### src/rtl/core/cba_pkg.sv
`timescale 1ns / 1ps
// ----------------------------------------------------------------------------
// Contiguous block allocator package
// Shared widths, codes and word types of the first-fit block allocator.
// ----------------------------------------------------------------------------
package cba_pkg;

  // Field widths of the request, response and configuration words.
  localparam int unsigned ACTION_W = 2;
  localparam int unsigned SIZE_W   = 21;
  localparam int unsigned FIELD_W  = 10;
  localparam int unsigned COUNT_W  = 11;

  // Default parameter values.
  localparam int unsigned MAX_BLOCKS_DEF      = 1024;
  localparam int unsigned BLOCK_BYTES_DEF     = 1024;
  localparam int unsigned RESERVED_BLOCKS_DEF = 1;

  // Reset value of the data block count register.
  localparam logic [COUNT_W-1:0] COUNT_RESET = COUNT_W'(1023);

  // Request actions.
  typedef enum logic [ACTION_W-1:0] {
    ACT_ALLOC   = 2'd0,
    ACT_RESERVE = 2'd1,
    ACT_RELEASE = 2'd2
  } action_e;

  // Response status codes.
  localparam logic STATUS_OK       = 1'b0;
  localparam logic STATUS_NO_SPACE = 1'b1;

  typedef struct packed {
    logic [ACTION_W-1:0] action;
    logic [SIZE_W-1:0]   size_bytes;
    logic [FIELD_W-1:0]  range_first;
    logic [FIELD_W-1:0]  range_last;
  } req_t;

  typedef struct packed {
    logic               status;
    logic [FIELD_W-1:0] run_first;
    logic [FIELD_W-1:0] run_last;
  } rsp_t;

endpackage

### src/rtl/core/contiguous_block_allocator.sv
`timescale 1ns / 1ps
// ----------------------------------------------------------------------------
// Contiguous block allocator
// First-fit allocator of contiguous block runs over a free/used bitmap held
// in a single-port synchronous memory.
// ----------------------------------------------------------------------------
// A request word is taken when start is high and busy is low, and exactly one
// response word follows, marked by a one-cycle done_o strobe that cannot be
// held off. After reset the block runs a clearing pass over the whole bitmap,
// one block per cycle, and stays busy meanwhile. An allocation walks the
// bitmap memory one block per cycle from block RESERVED_BLOCKS upwards until
// a long enough run is found or the data region is exhausted, then marks the
// blocks of the run used. A reserve or release marks each block of the range
// in turn. A zero-byte allocation, an empty range, a range that starts beyond
// the last block and an unused action answer straight from idle, with no scan
// or marking pass. The single bitmap port handles one block per cycle.
// ----------------------------------------------------------------------------
module contiguous_block_allocator #(
  parameter int unsigned MAX_BLOCKS      = cba_pkg::MAX_BLOCKS_DEF,
  parameter int unsigned BLOCK_BYTES     = cba_pkg::BLOCK_BYTES_DEF,
  parameter int unsigned RESERVED_BLOCKS = cba_pkg::RESERVED_BLOCKS_DEF
) (
  input  logic                         clk_i,
  input  logic                         rst_ni,
  // Request channel.
  input  logic                         start,
  output logic                         busy,
  input  cba_pkg::req_t                req_i,
  // Response channel.
  output logic                         done_o,
  output cba_pkg::rsp_t                rsp_o,
  // Configuration write channel: the data block count register.
  input  logic                         cfg_valid_i,
  output logic                         cfg_ready_o,
  input  logic [cba_pkg::COUNT_W-1:0]  cfg_data_i
);

  import cba_pkg::*;

  // Memory address width, and the width of the block counters, which must
  // hold MAX_BLOCKS itself as well as RESERVED_BLOCKS plus the largest count.
  localparam int unsigned AW    = $clog2(MAX_BLOCKS);
  localparam int unsigned CNT_W = $clog2(MAX_BLOCKS + 1);
  localparam int unsigned LIM_W = (CNT_W > COUNT_W + 1) ? CNT_W : COUNT_W + 1;
  // The byte accumulator stays below the request size plus one block.
  localparam int unsigned ACC_W = SIZE_W + 2;

  localparam logic [LIM_W-1:0] MaxIdx   = LIM_W'(MAX_BLOCKS - 1);
  localparam logic [LIM_W-1:0] MaxCnt   = LIM_W'(MAX_BLOCKS);
  localparam logic [LIM_W-1:0] ResFirst = LIM_W'(RESERVED_BLOCKS);
  localparam logic [ACC_W-1:0] BlkBytes = ACC_W'(BLOCK_BYTES);

  typedef enum logic [3:0] {
    S_CLEAR = 4'b0001,
    S_IDLE  = 4'b0010,
    S_SCAN  = 4'b0100,
    S_MARK  = 4'b1000
  } state_e;

  state_e             state_q, state_d;
  logic [LIM_W-1:0]   idx_q, idx_d;        // clear, scan issue or mark index
  logic [LIM_W-1:0]   end_q, end_d;        // scan limit or last block to mark
  logic               mark_free_q, mark_free_d;
  logic [ACC_W-1:0]   acc_q, acc_d;        // bytes covered by the current run
  logic [LIM_W-1:0]   run_start_q, run_start_d;
  logic [SIZE_W-1:0]  size_q, size_d;
  logic               rd_vld_q, rd_vld_d;  // read data of rd_addr_q arrives
  logic [LIM_W-1:0]   rd_addr_q, rd_addr_d;
  logic               done_q, done_d;
  rsp_t               rsp_q, rsp_d;
  logic [COUNT_W-1:0] count_q;

  // Bitmap memory, one bit per block, 1 meaning free.
  logic               free_map_q [MAX_BLOCKS];
  logic               free_rd_q;
  logic               mem_we;
  logic [AW-1:0]      mem_waddr;
  logic               mem_wdata;

  always_ff @(posedge clk_i) begin
    if (mem_we) begin
      free_map_q[mem_waddr] <= mem_wdata;
    end
    free_rd_q <= free_map_q[idx_q[AW-1:0]];
  end

  // Request decode helpers.
  logic [LIM_W-1:0] sum_lim, limit, rng_first, rng_last, rng_end;
  logic [ACC_W-1:0] acc_sum;
  logic [LIM_W-1:0] start_blk;

  assign sum_lim   = {{(LIM_W-COUNT_W){1'b0}}, count_q} + ResFirst;
  assign limit     = (sum_lim > MaxCnt) ? MaxCnt : sum_lim;
  assign rng_first = {{(LIM_W-FIELD_W){1'b0}}, req_i.range_first};
  assign rng_last  = {{(LIM_W-FIELD_W){1'b0}}, req_i.range_last};
  assign rng_end   = (rng_last > MaxIdx) ? MaxIdx : rng_last;
  assign acc_sum   = acc_q + BlkBytes;
  // A run starts at the block just read when no free block precedes it.
  assign start_blk = (acc_q == '0) ? rd_addr_q : run_start_q;

  always_comb begin
    state_d     = state_q;
    idx_d       = idx_q;
    end_d       = end_q;
    mark_free_d = mark_free_q;
    acc_d       = acc_q;
    run_start_d = run_start_q;
    size_d      = size_q;
    rd_vld_d    = 1'b0;
    rd_addr_d   = rd_addr_q;
    done_d      = 1'b0;
    rsp_d       = rsp_q;
    mem_we      = 1'b0;
    mem_waddr   = idx_q[AW-1:0];
    mem_wdata   = mark_free_q;

    case (state_q)
      S_CLEAR: begin
        // Every block starts free.
        mem_we    = 1'b1;
        mem_wdata = 1'b1;
        if (idx_q == MaxIdx) begin
          state_d = S_IDLE;
        end else begin
          idx_d = idx_q + 1'b1;
        end
      end

      S_IDLE: begin
        if (start) begin
          rsp_d.status    = STATUS_OK;
          rsp_d.run_first = '0;
          rsp_d.run_last  = '0;
          case (req_i.action)
            ACT_ALLOC: begin
              if (req_i.size_bytes == '0) begin
                // A zero-byte request needs no blocks and never matches.
                rsp_d.status = STATUS_NO_SPACE;
                done_d       = 1'b1;
              end else begin
                size_d  = req_i.size_bytes;
                idx_d   = ResFirst;
                end_d   = limit;
                acc_d   = '0;
                state_d = S_SCAN;
              end
            end
            ACT_RESERVE, ACT_RELEASE: begin
              if (rng_first > rng_last || rng_first > MaxIdx) begin
                done_d = 1'b1;
              end else begin
                idx_d       = rng_first;
                end_d       = rng_end;
                mark_free_d = (req_i.action == ACT_RELEASE);
                state_d     = S_MARK;
              end
            end
            default: begin
              done_d = 1'b1;
            end
          endcase
        end
      end

      S_SCAN: begin
        // Issue the next read while blocks remain below the limit.
        if (idx_q < end_q) begin
          rd_vld_d  = 1'b1;
          rd_addr_d = idx_q;
          idx_d     = idx_q + 1'b1;
        end
        if (rd_vld_q) begin
          if (free_rd_q) begin
            run_start_d = start_blk;
            if (acc_sum >= {2'b00, size_q}) begin
              // Run long enough: drop the read in flight and mark it used.
              rd_vld_d        = 1'b0;
              idx_d           = start_blk;
              end_d           = rd_addr_q;
              mark_free_d     = 1'b0;
              rsp_d.status    = STATUS_OK;
              rsp_d.run_first = start_blk[FIELD_W-1:0];
              rsp_d.run_last  = rd_addr_q[FIELD_W-1:0];
              state_d         = S_MARK;
            end else begin
              acc_d = acc_sum;
            end
          end else begin
            acc_d = '0;
          end
        end else if (idx_q >= end_q) begin
          // Nothing left in flight or to read: no fitting run.
          rsp_d.status    = STATUS_NO_SPACE;
          rsp_d.run_first = '0;
          rsp_d.run_last  = '0;
          done_d          = 1'b1;
          state_d         = S_IDLE;
        end
      end

      S_MARK: begin
        mem_we = 1'b1;
        if (idx_q == end_q) begin
          done_d  = 1'b1;
          state_d = S_IDLE;
        end else begin
          idx_d = idx_q + 1'b1;
        end
      end

      default: begin
        state_d = S_IDLE;
      end
    endcase
  end

  always_ff @(posedge clk_i or negedge rst_ni) begin
    if (!rst_ni) begin
      state_q     <= S_CLEAR;
      idx_q       <= '0;
      end_q       <= '0;
      mark_free_q <= 1'b0;
      acc_q       <= '0;
      run_start_q <= '0;
      rd_vld_q    <= 1'b0;
      rd_addr_q   <= '0;
      done_q      <= 1'b0;
      count_q     <= COUNT_RESET;
    end else begin
      state_q     <= state_d;
      idx_q       <= idx_d;
      end_q       <= end_d;
      mark_free_q <= mark_free_d;
      acc_q       <= acc_d;
      run_start_q <= run_start_d;
      rd_vld_q    <= rd_vld_d;
      rd_addr_q   <= rd_addr_d;
      done_q      <= done_d;
      if (cfg_valid_i && cfg_ready_o) begin
        count_q <= cfg_data_i;
      end
    end
  end

  // Payload registers carry no reset.
  always_ff @(posedge clk_i) begin
    size_q <= size_d;
    rsp_q  <= rsp_d;
  end

  assign busy        = (state_q != S_IDLE);
  assign cfg_ready_o = 1'b1;
  assign done_o      = done_q;
  assign rsp_o       = rsp_q;

  // A failed allocation never reports a run.
  a_fail_zero_run : assert property (@(posedge clk_i) disable iff (!rst_ni)
    done_o && rsp_o.status == STATUS_NO_SPACE |-> rsp_o.run_first == '0 &&
    rsp_o.run_last == '0)
    else $error("failed allocation reports a run");

  // The scan only reads the bitmap, so no read can meet a write.
  a_scan_no_write : assert property (@(posedge clk_i) disable iff (!rst_ni)
    state_q == S_SCAN |-> !mem_we)
    else $error("bitmap written during a scan");

  // An accepted request either answers at once or keeps the block busy.
  a_accept_progress : assert property (@(posedge clk_i) disable iff (!rst_ni)
    start && !busy |=> busy || done_o)
    else $error("accepted request neither answered nor in progress");

endmodule
### config.mk
export PLATFORM = sky130hd
export DESIGN_NAME = contiguous_block_allocator
export DESIGN_NICKNAME = d
export VERILOG_FILES = /design/src/rtl/core/cba_pkg.sv /design/src/rtl/core/contiguous_block_allocator.sv
export SDC_FILE = /design/constraint.sdc
export NUM_CORES = 2
export LEC_CHECK = 0
export BUFFER_PORTS_ARGS = -buffer_cell sky130_fd_sc_hd__buf_2
export CORE_ASPECT_RATIO = 1.2
export CORE_MARGIN = 2
export CORE_UTILIZATION = 31
export CTS_CLUSTER_DIAMETER = 30
export CTS_CLUSTER_SIZE = 40
export DETAILED_ROUTE_END_ITERATION = 10
export SLEW_MARGIN = 20
export SYNTH_ARGS = -nofsm -noshare
export SYNTH_HDL_FRONTEND = slang
export SYNTH_SLANG_ARGS = --single-unit
### constraint.sdc
create_clock -name clk_i -period 17.1 [get_ports clk_i]
set_input_delay 1.71 -clock clk_i [delete_from_list [all_inputs] [get_ports clk_i]]
set_output_delay 1.71 -clock clk_i [all_outputs]
set_load 0.05 [all_outputs]
==> impl_metrics.yaml <==
global_route:
  grt-ovfl-total: 0
  antenna_found_initial: 3
  grt_use_total: 0.178
  grt_pass1_wl_um: 224000
  first_global_vias: 33500
  grt_max_degree: 279
critical_path:
  r2r_setup_slack_ns: 11.87
  path_common_cell: "o22ai_1"
  cp.required_ns: 17.77
  start_kind: "register"
  crit_fanout: 108
  critPathTopFamily: "simple AND/OR/NAND/NOR gates"
  cp_slowest_stage_delay_ns: 0.93
  path_buf_inv: 2
  cp_slowest_cell: "buf_4"
  arrival_ns: 5.90
  timing_worst_setup_path_type: "reg2reg"
  end_kind: "register"
  path_cells: "buf_12 -> buf_4 -> mux2i_1 -> o22ai_1 -> or4_1 -> nor2_1 -> o22ai_1 -> nor3_1 -> and4_1 -> nand4_1"
sta:
  relSlewSlack: 0.201
  period_share: 0.306
  finalCriticalPeriod_ns: 5.23
  clock.fmax_mhz: 191
  finClkSkew_ns: 0.0252
  rsz0062_at_grt: "false"
  setup_viol_count_final: 0
  tightest_slew_ns: 1.20
  hold_viol: 0
  setup_tns_ns: 0
  slew_viol_final: 0
detailed_routing:
  drcViolationCount: 0
  drt-total-wl_um: 154000
  drt_iter0_markers: 3643
  vias_per_cell: 5.39
  first_pass_iters: 6
  vias: 34300
  ant_nets: 0
  routedWlPerCell_um: 24.3
die:
  dieHeight_um: 449
  dieArea_um2: 169000
  core_area_um2: 164000
  rows: 163
  die_w_um: 375
  ios: 82
  initial_core_util: 0.312
worst_hold_path:
  min_path_type: "reg2reg"
clock_tree:
  postCtsSetupBuffers: 0
  cts.repair.resized: 0
  clk_latency_ns: 0.81
  root_buffer: "clkbuf_16"
  cts_buffer_depth: 3
  numCtsBuffers: 217
  htreeDepth: 4
  clkSinkCount: 1146
  holdBufCountCts: 0
  cts_tree: "yes"
  clk_pin_slew_ns: 0.05
synth:
  syn_nets: 4093
  synthArstFlopShare: 0.0689
  seq_area_frac_synth: 0.664
  ys_warn_count: 0
  ys.flop_type: "edfxtp_1"
  avgSynthCellArea_um2: 12.8
  yosys.cell_types.count: 80
  synth_cells: 3992
  synth-edff-count: 1066
  synth_seq_cells: 1146
  syn_area_um2: 51200
run:
  drv_cap: 0
power_and_ir_drop:
  irDropWorstVdd_mv: 0.142
  power_density_nw_per_um2: 172
  p_leak_nw: 21.8
outcome:
  outcome: "completed"
cells_and_area:
  fin_util: 0.376
  drive_above_1_share: 0.173
  diodes: 0
  fin_nets: 4126
  n_fill_cell: 15600
  area_growth_syn_to_layout_pct: 20.5
place:
  hpwl_um: 80000
  io_buffers: 80
  gp_congestion: 0.853
## metal layers
| layer | vias to the layer above | share of wire | GRT usage | wire [µm] |
|---|---|---|---|---|
| met1 | 17600 | 0.40 | 0.229 | 61500 |
| met3 | 343 | 0.084 | 0.0333 | 12900 |
| met4 | 4 | 0.039 | 0.0776 | 6050 |
| met5 | - | 0.00017 | 0 | 27 |
| met2 | 1601 | 0.48 | 0.293 | 74000 |
| li1 | 14800 | - | - | - |
## power by group
group          total [mW]  internal (mW)  switching [mW]
Sequential           3.64           3.49           0.148
Clock                4.63           3.11            1.52
Combinational        2.36          0.698            1.66
Total                10.6           7.30            3.33
## cell usage in the layout, fill, tap and decap left out, drive strengths merged, types with 8 or more instances in the layout
master    instances
nor2           1100
edfxtp         1066
mux2i           417
clkbuf          232
o22ai           191
buf             171
nand2            92
inv              77
clkinv           72
nand3            71
dfrtp            68
a21oi            57
mux4             55
o21ai            51
bufinv           50
ha               43
nor4             37
and3             33
mux2             33
clkinvlp         28
nor3             24
or4              18
xnor2            17
nand4            17
a22oi            17
a31oi            14
o211ai           13
xor2             12
a221oi           11
dfstp            11
a32o              8
## worst paths after layout
kind	startpoint	endpoint	cells after the start
min reg2reg	run_start_q[4]	run_start_q[4]	1
max	idx_q[0]	free_rd_q	10
min in group asynchronous	rst_ni	acc_q[13]	1
max in group asynchronous	rst_ni	idx_q[1]	1
max reg2reg	idx_q[0]	free_rd_q	10
min	run_start_q[4]	run_start_q[4]	1
## per-stage QoR
stage	std cells	power [mW]	setup WS [ns]	instance area [µm²]	hold slack (ns)
2_1_floorplan	3992	5.33	7.80	51200	0.459
3_3_place_gp	5950	5.97	12.07	53700	0.489
3_5_place_dp	5950	6.00	11.94	53700	0.496
4_1_cts	6360	10.6	11.95	61700	0.506
5_1_grt	6361	10.9	11.77	61800	0.532
6_report	6361	10.6	11.87	61800	0.500
## synthesized netlist by cell type, types with 47 or more instances
| cell type | instances | area [µm²] |
|---|---|---|
| a21oi_1 | 57 | 285 |
| buf_2 | 62 | 310 |
| clkbuf_1 | 241 | 905 |
| dfrtp_1 | 68 | 1700 |
| edfxtp_1 | 1066 | 32000 |
| inv_1 | 47 | 176 |
| mux2i_1 | 417 | 4170 |
| mux4_2 | 55 | 1240 |
| nand2_1 | 92 | 345 |
| nand3_1 | 71 | 355 |
| nor2_1 | 1100 | 4130 |
| o22ai_1 | 191 | 1190 |
## registers in the layout, summed over array words and instances (netlist names)
register / cells
free_map_q: 1024
rsp_o: 21
size_q: 21
acc_q: 13
end_q: 12
idx_q: 12
rd_addr_q: 12
run_start_q: 12
count_q: 11
state_q: 4
done_o: 1
free_rd_q: 1
mark_free_q: 1
rd_vld_q: 1
## worst reg2reg max path: stages, from the launching register on
cell	delay [ns]
dfrtp_4	0.87
buf_12	0.73
buf_4	1.07
mux2i_1	0.32
o22ai_1	0.10
or4_1	0.57
nor2_1	0.18
o22ai_1	0.10
nor3_1	0.77
and4_1	0.32
nand4_1	0.09
## logic make-up after synthesis
logic type / count (synthesis) / share of synthesized area
xor+xnor: 29 / 0.00496
compound gates: 415 / 0.0531
mux: 505 / 0.113
other cells: 1 / 0.0000732
simple gates: 1447 / 0.119
fa+ha+maj: 43 / 0.0105
flops: 1146 / 0.664
buf+inv: 406 / 0.0356
## final cells by class
cell class	instances	area [µm²]	share of cell area
Inverter	49	184	0.00298
Multi-Input combinational cell	2440	15700	0.254
Tap cell	2145	2680	0.0435
Clock buffer	232	5530	0.0895
Timing Repair Buffer	171	1150	0.0186
Clock inverter	178	2480	0.0402
Sequential cell	1146	34000	0.551
Power figures use the tool's default switching activity.
